===== src/design/dfd_pkg.sv =====
package dfd_pkg;

    // Result kind, carried on tuser
    localparam logic [1:0] KIND_CELL   = 2'd0;
    localparam logic [1:0] KIND_ACCEPT = 2'd1;
    localparam logic [1:0] KIND_REJECT = 2'd2;

    // Status codes
    localparam logic [2:0] ERR_OK        = 3'd0;
    localparam logic [2:0] ERR_TOO_SHORT = 3'd1;
    localparam logic [2:0] ERR_BAD_START = 3'd2;
    localparam logic [2:0] ERR_BAD_SIZE  = 3'd3;
    localparam logic [2:0] ERR_BAD_END   = 3'd4;

    // Register map (index = paddr[2])
    localparam logic REG_START_MARKER = 1'b0;
    localparam logic REG_END_MARKER   = 1'b1;

    // Header is marker low, marker high, width, height; frame adds end byte
    localparam int unsigned HDR_LEN = 4;
    localparam int unsigned POS_W   = 17;
    localparam logic [POS_W-1:0] POS_MAX = '1;

    localparam int unsigned TDATA_W = 48;

    typedef struct packed {
        logic [1:0]  kind;
        logic [7:0]  cell_value;
        logic [15:0] cell_index;
        logic [7:0]  frame_width;
        logic [7:0]  frame_height;
        logic [2:0]  error_code;
    } dfd_item_t;

endpackage


===== src/design/display_frame_deframer_unit.sv =====
// Display frame deframer.
// Slave stream: one received byte per beat on s_tdata, s_tlast marking the
// last byte of the message. Master stream: one result beat per cell byte
// (tentative, only while the start marker matched) and one status beat per
// message, raised on the beat that carried s_tlast. m_tuser gives the kind:
// cell, frame accepted or frame rejected; the status code sits in m_tdata.
// Frame layout: marker low, marker high, width, height, width*height cells,
// end marker. Checks on the last byte, first failure wins: too short, bad
// start, bad size, bad end.
// Throughput: one beat per cycle in while the queue has room, one per cycle
// out while the receiver is ready. A result reaches m_tvalid through the small
// queue written by the front stage and the head register of the back stage.
// The queue decouples the two sides; when the receiver stalls the queue fills
// and s_tready drops only once it is full.
// Reset (aresetn low, synchronous) clears the message state, the queue and
// both marker registers. The APB port takes the start marker at 0x0 and
// the end marker at 0x4; write them only while the block is idle.
module display_frame_deframer_unit
    import dfd_pkg::*;
#(
    parameter int unsigned QUEUE_DEPTH = 4
) (
    input  logic               aclk,
    input  logic               aresetn,
    // APB configuration
    input  logic               psel,
    input  logic               penable,
    input  logic               pwrite,
    input  logic [2:0]         paddr,
    input  logic [31:0]        pwdata,
    output logic [31:0]        prdata,
    output logic               pready,
    // input stream
    input  logic               s_tvalid,
    output logic               s_tready,
    input  logic [7:0]         s_tdata,   // [7:0] rx_byte
    input  logic               s_tlast,   // final_byte
    // result stream
    output logic               m_tvalid,
    input  logic               m_tready,
    output logic [TDATA_W-1:0] m_tdata,   // [7:0] cell_value, [23:8] cell_index,
                                          // [31:24] frame_width, [39:32] frame_height,
                                          // [42:40] error_code, [47:43] zero
    output logic [1:0]         m_tuser    // [1:0] kind
);

    logic [15:0] start_marker_reg;
    logic [7:0]  end_marker_reg;
    logic        cfg_wr;

    logic        q_full;
    logic        q_not_empty;
    logic        push;
    logic        pop;
    logic        beat_in;
    dfd_item_t   push_item;
    dfd_item_t   head_item;

    // configuration registers
    assign pready = 1'b1;
    assign cfg_wr = psel && penable && pwrite && pready;

    always_ff @(posedge aclk) begin
        if (!aresetn) begin
            start_marker_reg <= '0;
            end_marker_reg   <= '0;
        end else if (cfg_wr) begin
            unique case (paddr[2])
                REG_START_MARKER: start_marker_reg <= pwdata[15:0];
                REG_END_MARKER:   end_marker_reg   <= pwdata[7:0];
                default: ;
            endcase
        end
    end

    always_comb begin
        unique case (paddr[2])
            REG_START_MARKER: prdata = {16'd0, start_marker_reg};
            REG_END_MARKER:   prdata = {24'd0, end_marker_reg};
            default:          prdata = '0;
        endcase
    end

    // input side: take a beat whenever the queue has room
    assign s_tready = !q_full;
    assign beat_in  = s_tvalid && s_tready;

    dfd_front u_front (
        .aclk         (aclk),
        .aresetn      (aresetn),
        .beat_in      (beat_in),
        .rx_byte      (s_tdata),
        .final_byte   (s_tlast),
        .start_marker (start_marker_reg),
        .end_marker   (end_marker_reg),
        .push         (push),
        .push_item    (push_item)
    );

    dfd_queue #(
        .DEPTH (QUEUE_DEPTH)
    ) u_queue (
        .aclk      (aclk),
        .aresetn   (aresetn),
        .push      (push),
        .push_item (push_item),
        .pop       (pop),
        .full      (q_full),
        .not_empty (q_not_empty),
        .head_item (head_item)
    );

    dfd_back u_back (
        .aclk        (aclk),
        .aresetn     (aresetn),
        .q_not_empty (q_not_empty),
        .q_item      (head_item),
        .pop         (pop),
        .m_tvalid    (m_tvalid),
        .m_tready    (m_tready),
        .m_tdata     (m_tdata),
        .m_tuser     (m_tuser)
    );

endmodule


===== src/design/dfd_front.sv =====
module dfd_front
    import dfd_pkg::*;
(
    input  logic        aclk,
    input  logic        aresetn,
    input  logic        beat_in,
    input  logic [7:0]  rx_byte,
    input  logic        final_byte,
    input  logic [15:0] start_marker,
    input  logic [7:0]  end_marker,
    output logic        push,
    output dfd_item_t   push_item
);

    logic [POS_W-1:0] pos_reg, pos_next;
    logic [7:0]       marker_lo_reg, marker_lo_next;
    logic             start_match_reg, start_match_next;
    logic [7:0]       width_reg, width_next;
    logic [7:0]       height_reg, height_next;
    logic [15:0]      expected_reg, expected_next;

    logic [POS_W-1:0] cell_idx;
    logic [POS_W-1:0] full_pos;
    logic [2:0]       err;

    assign cell_idx = pos_reg - POS_W'(HDR_LEN);
    // final byte sits at position 4 + cells in a well-sized frame
    assign full_pos = POS_W'(expected_reg) + POS_W'(HDR_LEN);

    always_comb begin
        priority if (pos_reg < POS_W'(HDR_LEN)) begin
            err = ERR_TOO_SHORT;
        end else if (!start_match_reg) begin
            err = ERR_BAD_START;
        end else if (pos_reg != full_pos) begin
            err = ERR_BAD_SIZE;
        end else if (rx_byte != end_marker) begin
            err = ERR_BAD_END;
        end else begin
            err = ERR_OK;
        end
    end

    always_comb begin
        pos_next         = pos_reg;
        marker_lo_next   = marker_lo_reg;
        start_match_next = start_match_reg;
        width_next       = width_reg;
        height_next      = height_reg;
        expected_next    = expected_reg;
        push             = 1'b0;
        push_item.kind         = KIND_CELL;
        push_item.cell_value   = rx_byte;
        push_item.cell_index   = cell_idx[15:0];
        push_item.frame_width  = width_reg;
        push_item.frame_height = height_reg;
        push_item.error_code   = ERR_OK;

        if (beat_in) begin
            if (final_byte) begin
                push                 = 1'b1;
                push_item.kind       = (err == ERR_OK) ? KIND_ACCEPT : KIND_REJECT;
                push_item.cell_value = '0;
                push_item.cell_index = '0;
                push_item.error_code = err;
                pos_next         = '0;
                marker_lo_next   = '0;
                start_match_next = 1'b0;
                width_next       = '0;
                height_next      = '0;
                expected_next    = '0;
            end else begin
                if (pos_reg != POS_MAX) begin
                    pos_next = pos_reg + 1'b1;
                end
                priority if (pos_reg == POS_W'(0)) begin
                    marker_lo_next = rx_byte;
                end else if (pos_reg == POS_W'(1)) begin
                    start_match_next = ({rx_byte, marker_lo_reg} == start_marker);
                end else if (pos_reg == POS_W'(2)) begin
                    width_next = rx_byte;
                end else if (pos_reg == POS_W'(3)) begin
                    height_next   = rx_byte;
                    expected_next = width_reg * rx_byte;
                end else begin
                    push = start_match_reg && (cell_idx < POS_W'(expected_reg));
                end
            end
        end
    end

    always_ff @(posedge aclk) begin
        if (!aresetn) begin
            pos_reg         <= '0;
            marker_lo_reg   <= '0;
            start_match_reg <= 1'b0;
            width_reg       <= '0;
            height_reg      <= '0;
            expected_reg    <= '0;
        end else begin
            pos_reg         <= pos_next;
            marker_lo_reg   <= marker_lo_next;
            start_match_reg <= start_match_next;
            width_reg       <= width_next;
            height_reg      <= height_next;
            expected_reg    <= expected_next;
        end
    end

endmodule


===== src/design/dfd_queue.sv =====
module dfd_queue
    import dfd_pkg::*;
#(
    parameter int unsigned DEPTH = 4
) (
    input  logic      aclk,
    input  logic      aresetn,
    input  logic      push,
    input  dfd_item_t push_item,
    input  logic      pop,
    output logic      full,
    output logic      not_empty,
    output dfd_item_t head_item
);

    localparam int unsigned PW = (DEPTH > 1) ? $clog2(DEPTH) : 1;
    localparam int unsigned CW = $clog2(DEPTH + 1);

    dfd_item_t      slot_reg [DEPTH];
    logic [PW-1:0]  wr_ptr_reg, wr_ptr_next;
    logic [PW-1:0]  rd_ptr_reg, rd_ptr_next;
    logic [CW-1:0]  count_reg, count_next;

    assign full      = (count_reg == CW'(DEPTH));
    assign not_empty = (count_reg != '0);
    assign head_item = slot_reg[rd_ptr_reg];

    always_comb begin
        wr_ptr_next = wr_ptr_reg;
        rd_ptr_next = rd_ptr_reg;
        count_next  = count_reg;
        if (push) begin
            wr_ptr_next = (wr_ptr_reg == PW'(DEPTH - 1)) ? '0 : wr_ptr_reg + 1'b1;
        end
        if (pop) begin
            rd_ptr_next = (rd_ptr_reg == PW'(DEPTH - 1)) ? '0 : rd_ptr_reg + 1'b1;
        end
        if (push && !pop) begin
            count_next = count_reg + 1'b1;
        end else if (pop && !push) begin
            count_next = count_reg - 1'b1;
        end
    end

    always_ff @(posedge aclk) begin
        if (!aresetn) begin
            wr_ptr_reg <= '0;
            rd_ptr_reg <= '0;
            count_reg  <= '0;
        end else begin
            wr_ptr_reg <= wr_ptr_next;
            rd_ptr_reg <= rd_ptr_next;
            count_reg  <= count_next;
        end
    end

    always_ff @(posedge aclk) begin
        if (push) begin
            slot_reg[wr_ptr_reg] <= push_item;
        end
    end

endmodule


===== src/design/dfd_back.sv =====
module dfd_back
    import dfd_pkg::*;
(
    input  logic               aclk,
    input  logic               aresetn,
    input  logic               q_not_empty,
    input  dfd_item_t          q_item,
    output logic               pop,
    output logic               m_tvalid,
    input  logic               m_tready,
    output logic [TDATA_W-1:0] m_tdata,
    output logic [1:0]         m_tuser
);

    logic      valid_reg;
    dfd_item_t out_reg;

    assign pop = q_not_empty && (!valid_reg || m_tready);

    always_ff @(posedge aclk) begin
        if (!aresetn) begin
            valid_reg <= 1'b0;
        end else if (!valid_reg || m_tready) begin
            valid_reg <= q_not_empty;
        end
    end

    always_ff @(posedge aclk) begin
        if (pop) begin
            out_reg <= q_item;
        end
    end

    assign m_tvalid = valid_reg;
    assign m_tuser  = out_reg.kind;
    assign m_tdata  = {5'd0, out_reg.error_code, out_reg.frame_height,
                       out_reg.frame_width, out_reg.cell_index, out_reg.cell_value};

endmodule


===== config.mk =====
export PLATFORM = sky130hd
export DESIGN_NAME = display_frame_deframer_unit
export DESIGN_NICKNAME = d
export VERILOG_FILES = /design/src/design/dfd_pkg.sv /design/src/design/display_frame_deframer_unit.sv /design/src/design/dfd_front.sv /design/src/design/dfd_queue.sv /design/src/design/dfd_back.sv
export SDC_FILE = /design/constraint.sdc
export NUM_CORES = 1
export LEC_CHECK = 0
export BUFFER_PORTS_ARGS = -buffer_cell sky130_fd_sc_hd__buf_2
export CORE_UTILIZATION = 40
export CTS_BUF_LIST = sky130_fd_sc_hd__clkbuf_8
export CTS_CLUSTER_DIAMETER = 80
export DETAILED_ROUTE_END_ITERATION = 10
export MAX_ROUTING_LAYER = met4
export PLACE_DENSITY = 0.64
export SLEW_MARGIN = 0
export SYNTH_ARGS = -nofsm -noshare
export SYNTH_HDL_FRONTEND = slang
export SYNTH_SLANG_ARGS = --single-unit

===== constraint.sdc =====
create_clock -name aclk -period 6.3 [get_ports aclk]
set_input_delay 0 -clock aclk [delete_from_list [all_inputs] [get_ports aclk]]
set_output_delay 0 -clock aclk [all_outputs]
set_load 0.02 [all_outputs]

==> flow_summary.yaml, run 1 <==
timing:
  fin_setup_tns_ps: 0
  rsz0062_at_grt: "false"
  hold_viol: 0
  fmax_ghz: 0.208
  whs_ps: 72.1
  fin_crit_ps: 4800
  worst_pin_slew_ps: 1120
  clock-skew-final_ps: 30.0
  fin_crit_sh_pct: 76.2
  final_max_slew_viol_count: 0
  relSlewSlack_pct: 24.9
  final-setup-viol-count: 0
layout:
  diodes: 0
  areaGrowthSynthToFinish_pct: 12.8
  largest_reg_flops: 180
  num-nets-final: 1515
  drive_gt1_share_pct: 17.4
synth:
  ys_async_sr_fraction_pct: 0
  synth-seq-area-share_pct: 54.3
  synth_cell_type_count: 68
  syn_inst: 1238
  ys_ff_latch: 315
  ys_top_cells_by_area: "edfxtp_1 (43%), dfxtp_1 (11%), mux4_2 (6.4%), ha_1 (5.2%), fa_1 (4.7%)"
  synth_top_cell_by_area: "edfxtp_1"
  synth_flop_cell: "edfxtp_1"
  synthesis.area_sq_mm: 0.0158
  yosys_warnings: 0
  syn_avg_cell_area_sq_um: 12.7
  synth_edf_count: 225
  synth_top_area_share_pct: 42.8
floorplan:
  rows: 72
  initial_core_util_pct: 40.7
  dieArea_sq_mm: 0.0402
  design.core.area_sq_mm: 0.0387
  die_h_um: 201
  io_pins: 136
  die_w_um: 201
drt:
  ant_nets: 0
  drt_iter0_markers: 603
  drc: 0
  wire_per_inst_um: 17.0
  routed_wl_mm: 32.6
  vias: 9680
  drt_pass1_iterations: 5
  via_per_inst: 5.05
global_routing:
  grt_pass1_vias: 9803
  grt_antenna_before_repair: 0
  track_usage_pct: 17.0
  overflow: 0
  grt_max_degree: 82
  grt_first_pass_wirelength_mm: 52.8
worst_setup_path:
  worst-path-max-fanout: 6
  worstPathArrival_ps: 5280
  critical_path_class: "flip-flop to flip-flop"
  start_kind: "flip-flop"
  cp_data_required_time_ps: 6780
  worst_setup_path_end_kind: "flip-flop"
clocking:
  clockBufferDepth: 3
  htreeDepth: 2
  clk_latency_ps: 580
  cts-root-buf: "clkbuf_8"
  cts_tree: "yes"
  cts_buffers: 48
  postCtsSetupBuffers: 0
  cts_sinks: 315
  path_clk_slew_ps: 60
worst_hold_path:
  hp-class: "primary input to flip-flop"
outcome:
  outcome: "finished clean"
power_and_ir_drop:
  vdd_drop_max_uv: 198
  p_leak_nw: 6.75
  power_density_mw_per_mm2: 307
placement:
  port_buffers: 95
  dp_hpwl_mm: 22.0
  gp_congestion: 0.834
job:
  cap_violations: 0
==> stage by stage <==
| step | std cells | utilization (%) | setup slack, ps | area (sq um) | power, mW |
|---|---|---|---|---|---|
| after floorplan | 1258 | - | 1820 | 15800 | 3.64 |
| after global placement | 1799 | 42.9 | 1640 | 16600 | 3.98 |
| after detailed placement | 1799 | 42.9 | 1590 | 16600 | 4.00 |
| after CTS | 1917 | 45.9 | 1530 | 17800 | 5.54 |
| after global routing | 1917 | 45.9 | 1170 | 17800 | 5.73 |
| final | 1917 | 45.9 | 1500 | 17800 | 5.46 |
==> layout by cell type, fill, tap and decap left out, types with 21 or more instances in the layout <==
cell type	n
a21boi_0	35
a21oi_1	21
and2_1	43
buf_2	95
clkbuf_8	51
conb_1	22
dfxtp_1	88
dlygate4sd3_1	30
edfxtp_1	225
fa_1	37
ha_1	66
inv_1	109
mux4_2	45
nand2_1	130
nor2_1	38
nor2b_1	60
xnor2_1	36
xor2_1	40
==> where the power goes <==
part | total, mW | internal (mW) | switching (mW)
sequential | 2.75 | 2.56 | 0.191
clock | 1.52 | 0.748 | 0.769
combinational | 1.19 | 0.513 | 0.677
==> per-layer routing <==
metal | share of wire (%) | global-route usage [%]
met1 | 44 | 21.1
met3 | 3.9 | 2.68
met2 | 50 | 28.3
met5 | 0 | -
met4 | 2.2 | 5.59
==> what timing repair did <==
item	in CTS	in global routing
endpoints found under the setup margin	0	0
hold buffers	30	0
resized for setup	0	0
endpoints found under the hold margin	35	0
==> worst paths after layout <==
kind,start,to,slack [ps],cells after the start
worst max-delay path,u_front.pos_reg[3],u_queue.count_reg[2],1500,20
worst min-delay path,pwrite,end_marker_reg[1],70,4
worst max register to register,u_front.pos_reg[3],u_queue.count_reg[2],1500,20
worst min register to register,start_marker_reg[1],start_marker_reg[1],490,2
==> logic make-up after synthesis <==
| logic type | after synthesis | synth area share, % |
|---|---|---|
| buf+inv | 165 | 4.71 |
| fa+ha+maj | 103 | 9.93 |
| simple gates | 378 | 12.9 |
| flops | 315 | 54.3 |
| xor+xnor | 76 | 4.22 |
| mux | 71 | 8.16 |
| compound gates | 128 | 5.79 |
| other cells | 2 | 0.0476 |
==> final cells by class <==
class                      count  area (sq um)
clock buffer                  51           702
clock inverter                37           154
fill                        3528         20900
inverter                      82           308
multi-input combinational    778          6560
sequential                   315          8560
tap                          518           648
timing repair buffer         136           858
==> synthesized netlist by cell type, drive strengths merged (35+ instances only) <==
cell type and instances:
xor2 40, xnor2 36, nand2 130, ha 66, nor2b 60, mux4 45, clkbuf 44, nor2 39
inv 82, dfxtp 90, a21boi 35, buf 39, fa 37, edfxtp 225, and2 47
==> worst max-delay path: stages, from the launching register on <==
cell and delay, ps:
dfxtp_1 380, inv_1 180, ha_1 250, nand2b_1 130, or2_2 310, or3_1 330, xnor2_1 260, ha_1 300
a21oi_1 170, o21ai_0 130, a21oi_1 140, o41ai_1 120, a211o_1 360, and2_1 190, inv_1 120, ha_1 220
inv_1 70, fa_1 380, xor2_1 170, or3_1 320, a21boi_0 170
(Power assumes the default switching activity.)
==> inputs of run 2 (changes only) <==
Settings changed: PLACE_DENSITY 0.64 to 0.66.
Clock period 6.3 ns to 3.9 ns, I/O delays scaled along.
==> flow_summary.yaml, run 2 (synthesis results as in run 1) <==
outcome:
  outcome: "finished with violations"
  violations: "negative setup slack"
drt:
  ant_nets: 0
  drt_pass1_iterations: 5
  wire_per_inst_um: 17.0
  vias: 10200
  routed_wl_mm: 34.6
  drt_iter0_markers: 591
  drc: 0
  via_per_inst: 5.01
floorplan:
  die_w_um: 201
  die_h_um: 201
  dieArea_sq_mm: 0.0402
  rows: 72
  initial_core_util_pct: 40.7
  io_pins: 136
  design.core.area_sq_mm: 0.0387
power_and_ir_drop:
  p_sw_mw: 2.71
  p_seq_share_pct: 47.5
  swShare_pct: 28.9
  pwr-share-comb_pct: 22.2
  vdd_drop_max_uv: 342
  p_leak_nw: 7.50
  p_int_mw: 6.68
  power_density_mw_per_mm2: 482
  pwr-share-clk_pct: 30.3
placement:
  dp_hpwl_mm: 23.8
  port_buffers: 95
  place_area_sq_mm: 0.0175
  gp_congestion: 0.874
  place_ws_ps: -311
timing:
  fin_crit_sh_pct: 107
  fmax_ghz: 0.240
  hold_viol: 0
  relSlewSlack_pct: 28.9
  rsz0062_at_grt: "true"
  final_max_slew_viol_count: 0
  final-setup-viol-count: 9
  fin_setup_tns_ps: -813
  worst_pin_slew_ps: 1060
  clock-skew-final_ps: 17.7
  fin_crit_ps: 4170
  whs_ps: 57.1
  setup_ws_ps: -267
global_routing:
  grt_max_degree: 63
  grtUsageMet3_pct: 2.32
  overflow: 0
  grt_use_met2_pct: 30.4
  met1_usage_pct: 22.0
  track_usage_pct: 17.8
  busiest_layer: "met2"
  grt_antenna_before_repair: 0
  grt_first_pass_wirelength_mm: 55.4
  grt_pass1_vias: 10500
worst_setup_path:
  worstPathArrival_ps: 4660
  r2r_slack_ps: -270
  cp_slowest_cell: "or4_4"
  rr_worst_depth: 17
  start_kind: "flip-flop"
  critical_path_class: "flip-flop to flip-flop"
  worst_setup_path_end_kind: "flip-flop"
  critPathMaxStageDelay_ps: 520
  r2r-end: "u_queue.count_reg[2]"
  worst-path-max-fanout: 4
  crit_chain: "or3_4 > or4_4 > or3_4 > buf_6 > nor3_4 > xor2_1 > ha_2 > or3_1 > a211o_1 > and2_4 > inv_4 > ha_4 > inv_2 > fa_2 > xor2_1 > or3_1 > a21boi_1"
  cp_data_required_time_ps: 4400
  timing.rr.start: "u_front.pos_reg[5]"
layout:
  num-nets-final: 1630
  largest_reg_flops: 180
  areaGrowthSynthToFinish_pct: 23.6
  diodes: 0
  design_area_sq_mm: 0.0195
  most-common-layout-cells: "edfxtp_1 (225), nand2_1 (120), buf_2 (95)"
  drive_gt1_share_pct: 28.6
  finalCoreUtilization_pct: 50.3
  layout.cells.most_common: "edfxtp_1"
clocking:
  clockBufferDepth: 3
  cts_tree: "yes"
  htreeDepth: 2
  cts_sinks: 315
  cts_buffers: 48
  path_clk_slew_ps: 70
  cts-root-buf: "clkbuf_8"
  clk_latency_ps: 580
worst_hold_path:
  hp-class: "primary input to flip-flop"
  min-delay-start: "s_tdata[7]"
  min_to: "u_front.marker_lo_reg[7]"
  holdPathStages: 4
job:
  cap_violations: 0
-- run 2: changes by cell type in the layout (fill, tap and decap cells not counted), moves of 9 or more --
cell     change
and2_4       +9
buf_12      +13
buf_4       +83
buf_6       +11
ha_1        -11
ha_4         +9
inv_1       -22
inv_2       +11
nand2_1     -10
-- run 2: worst max path at each step --
stage                             startpoint  slack (ps)                    to
after global routing      u_front.pos_reg[5]        -430  u_queue.count_reg[2]
after global placement    u_front.pos_reg[5]        -230  u_queue.count_reg[2]
after detailed placement  u_front.pos_reg[5]        -310  u_queue.count_reg[2]
final                     u_front.pos_reg[5]        -270  u_queue.count_reg[2]
after CTS                 u_front.pos_reg[5]        -240  u_queue.count_reg[2]
after floorplan           u_front.pos_reg[5]        -250  u_queue.count_reg[2]
-- run 2: power by group through the flow --
stage	sequential, mW	clock, mW	combinational [mW]
global route	4.53	3.04	2.24
finish	4.46	2.85	2.09
detailed placement	4.55	0	2.01
CTS	4.48	2.92	2.06
global placement	4.54	0	2.00
floorplan	4.67	0	1.22
-- run 2: final cells by class --
type                       instances  area, sq um
fill                            3312        19300
clock buffer                      50          688
tap                              518          648
timing repair buffer             251         1990
clock inverter                    37          317
inverter                          82          313
sequential                       315         8590
multi-input combinational        778         6940
-- run 2: timing repair --
item / CTS / global route
gates resized for setup: 55 / 36
hold buffers: 35 / 0
setup endpoints to repair: 9 / 82
endpoints found under the hold margin: 32 / 0
cloned: 0 / 3
setup buffers: 15 / 14
pin swaps: 57 / 48
-- run 2: metal layers --
metal,share of wire [%],vias to the layer above
li1,-,4831
met1,44,5111
met2,51,189
met3,3.3,51
met4,1.8,0
met5,0,-
-- run 2: per-stage QoR --
step / instances / power (mW)
2_1_floorplan: 1258 / 5.90
3_3_place_gp: 1880 / 6.53
3_5_place_dp: 1880 / 6.56
4_1_cts: 2016 / 9.46
5_1_grt: 2031 / 9.81
6_report: 2031 / 9.39
-- run 2: worst max-delay path, delay by kind of cell, from the launching register on --
family	cells	cell delay, ps
buffers and inverters	3	240
DFF	1	310
adders and majority gates	3	640
and+or+nand+nor	7	2250
AOI/OAI and AO/OA	2	410
xor gates and xnor gates	2	260
==> inputs of run 3 (changes only) <==
--- a/config.mk
+++ b/config.mk
@@ -6,11 +6,11 @@
 export NUM_CORES = 1
 export LEC_CHECK = 0
-export BUFFER_PORTS_ARGS = -buffer_cell sky130_fd_sc_hd__buf_2
 export CORE_UTILIZATION = 40
 export CTS_BUF_LIST = sky130_fd_sc_hd__clkbuf_8
 export CTS_CLUSTER_DIAMETER = 80
 export DETAILED_ROUTE_END_ITERATION = 10
+export DONT_BUFFER_PORTS = 1
 export MAX_ROUTING_LAYER = met4
-export PLACE_DENSITY = 0.66
+export PLACE_DENSITY = 0.63
 export SLEW_MARGIN = 0
 export SYNTH_ARGS = -nofsm -noshare
==> constraint.sdc (replaced) <==
create_clock -name aclk -period 3.9 [get_ports aclk]
set_input_delay 0.195 -clock aclk [delete_from_list [all_inputs] [get_ports aclk]]
set_output_delay 0.195 -clock aclk [all_outputs]
set_load 0.02 [all_outputs]
==> flow_summary.yaml, run 3 (synthesis results as in run 1) <==
worst_setup_path:
  cp_common_cell: "buf_4"
  cp_data_required_time_ps: 4220
  worst_setup_path_end_kind: "flip-flop"
  worstPathArrival_ps: 4510
  worst-path-max-fanout: 4
  start_kind: "flip-flop"
  cp_slowest_cell: "or4_4"
  critical_path_class: "flip-flop to flip-flop"
  crit_chain: "or3_4 > or4_4 > or3_4 > buf_6 > nor3_4 > xor2_1 > buf_4 > buf_4 > buf_4 > buf_4 > buf_4 > buf_4 > buf_4 > buf_4 > buf_4 > buf_4 > buf_4 > buf_4 > buf_4 > buf_4 > buf_4 > and2_4"
  critPathMaxStageDelay_ps: 420
layout:
  drive_gt1_share_pct: 22.3
  multi_input_area_sq_mm: 0.00692
  ff_latch_area_sq_mm: 0.00859
  finalCoreUtilization_pct: 50.0
  final_cells: 1973
  fillers: 3324
  largest_reg_flops: 180
  diodes: 0
  most-common-layout-cells: "edfxtp_1 (225), nand2_1 (123), inv_1 (87)"
  layout.cells.most_common: "edfxtp_1"
  num-nets-final: 1571
  areaGrowthSynthToFinish_pct: 22.9
placement:
  port_buffers: 0
  dp_hpwl_mm: 22.7
  gp_congestion: 0.899
  dp_cells: 1763
global_routing:
  overflow: 0
  grt_pass1_vias: 10500
  grt_first_pass_wirelength_mm: 56.8
  grt_antenna_before_repair: 0
  grt_max_degree: 53
  track_usage_pct: 18.5
drt:
  vias: 10100
  drc: 0
  wire_per_inst_um: 18.4
  wl_met1_mm: 15.9
  via_per_inst: 5.12
  wl_met2_mm: 18.0
  ant_nets: 0
  drt_iter0_markers: 558
  routed.top_layer: "met4"
  drt_pass1_iterations: 5
  routed_wl_mm: 36.4
  dr_wl_met3_mm: 1.48
floorplan:
  die_h_um: 201
  dieArea_sq_mm: 0.0402
  design.core.area_sq_mm: 0.0387
  io_pins: 136
  initial_core_util_pct: 40.7
  die_w_um: 201
  rows: 72
timing:
  fin_crit_sh_pct: 107
  worst_pin_slew_ps: 1120
  fin_setup_tns_ps: -1630
  setup_ws_ps: -290
  final-setup-viol-count: 11
  relSlewSlack_pct: 25.0
  fin_crit_ps: 4190
  hold_viol: 0
  final_max_slew_viol_count: 0
  fmax_ghz: 0.239
  rsz0062_at_grt: "true"
  whs_ps: 31.1
  clock-skew-final_ps: 33.4
clocking:
  path_clk_slew_ps: 70
  cts_sinks: 315
  cts_tree: "yes"
  cts_buffers: 49
  cts-root-buf: "clkbuf_8"
  clockBufferDepth: 3
  clk_latency_ps: 600
  htreeDepth: 2
power_and_ir_drop:
  p_leak_nw: 7.32
  vdd_drop_max_uv: 280
  power_density_mw_per_mm2: 475
outcome:
  outcome: "finished with violations"
  violations: "negative setup slack"
job:
  cap_violations: 0
worst_hold_path:
  hp-class: "primary input to flip-flop"
[run 3: area by class of cell]
| type | instances | area share, % |
|---|---|---|
| Inverter | 82 | 1.61 |
| Multi-Input combinational cell | 778 | 35.7 |
| Timing Repair Buffer | 191 | 9.73 |
| Tap cell | 518 | 3.35 |
| Clock buffer | 59 | 4.19 |
| Sequential cell | 315 | 44.3 |
| Clock inverter | 30 | 1.10 |
[run 3: path summary, 6_finish.rpt]
kind / from / to / slack, ps / cells after the start
max: u_front.pos_reg[5] / u_queue.slot_reg[2][34] / -290 / 22
min: s_tlast / u_queue.wr_ptr_reg[1] / 30 / 4
max reg2reg: u_front.pos_reg[5] / u_queue.slot_reg[2][34] / -290 / 22
min reg2reg: u_front.expected_reg[0] / u_front.expected_reg[0] / 490 / 2
[run 3: per-layer routing]
metal | vias to the layer above | track usage (%)
met1 | 5115 | 22.7
met3 | 62 | 3.23
met2 | 217 | 30.6
met4 | 0 | 6.84
li1 | 4709 | -
met5 | - | -
[run 3: report_power, final]
part	internal (mW)	switching, mW	total, mW
sequential	4.16	0.683	4.85
combinational	0.777	0.703	1.48
clock	1.58	1.29	2.87
[run 3: timing repair]
action,in CTS,in global routing
cloned,0,7
pin swaps,28,34
setup endpoints to repair,8,186
hold endpoints to repair,109,0
hold buffers,87,0
setup buffers,23,5
resized for setup,35,45
[run 3: critical path: cells and delay by family (launching register included)]
| family | cells | cell delay (ps) |
|---|---|---|
| buf+inv | 16 | 2010 |
| simple gates | 5 | 1490 |
| flops | 1 | 310 |
| xor+xnor | 1 | 110 |
[run 3: through the flow]
step	setup WS (ps)	total power [mW]	area, sq um
3_3_place_gp	-210	6.26	16800
5_1_grt	-431	9.60	19400
2_1_floorplan	-255	5.90	16000
4_1_cts	-201	9.27	19000
6_report	-290	9.20	19400
3_5_place_dp	-279	6.30	16800
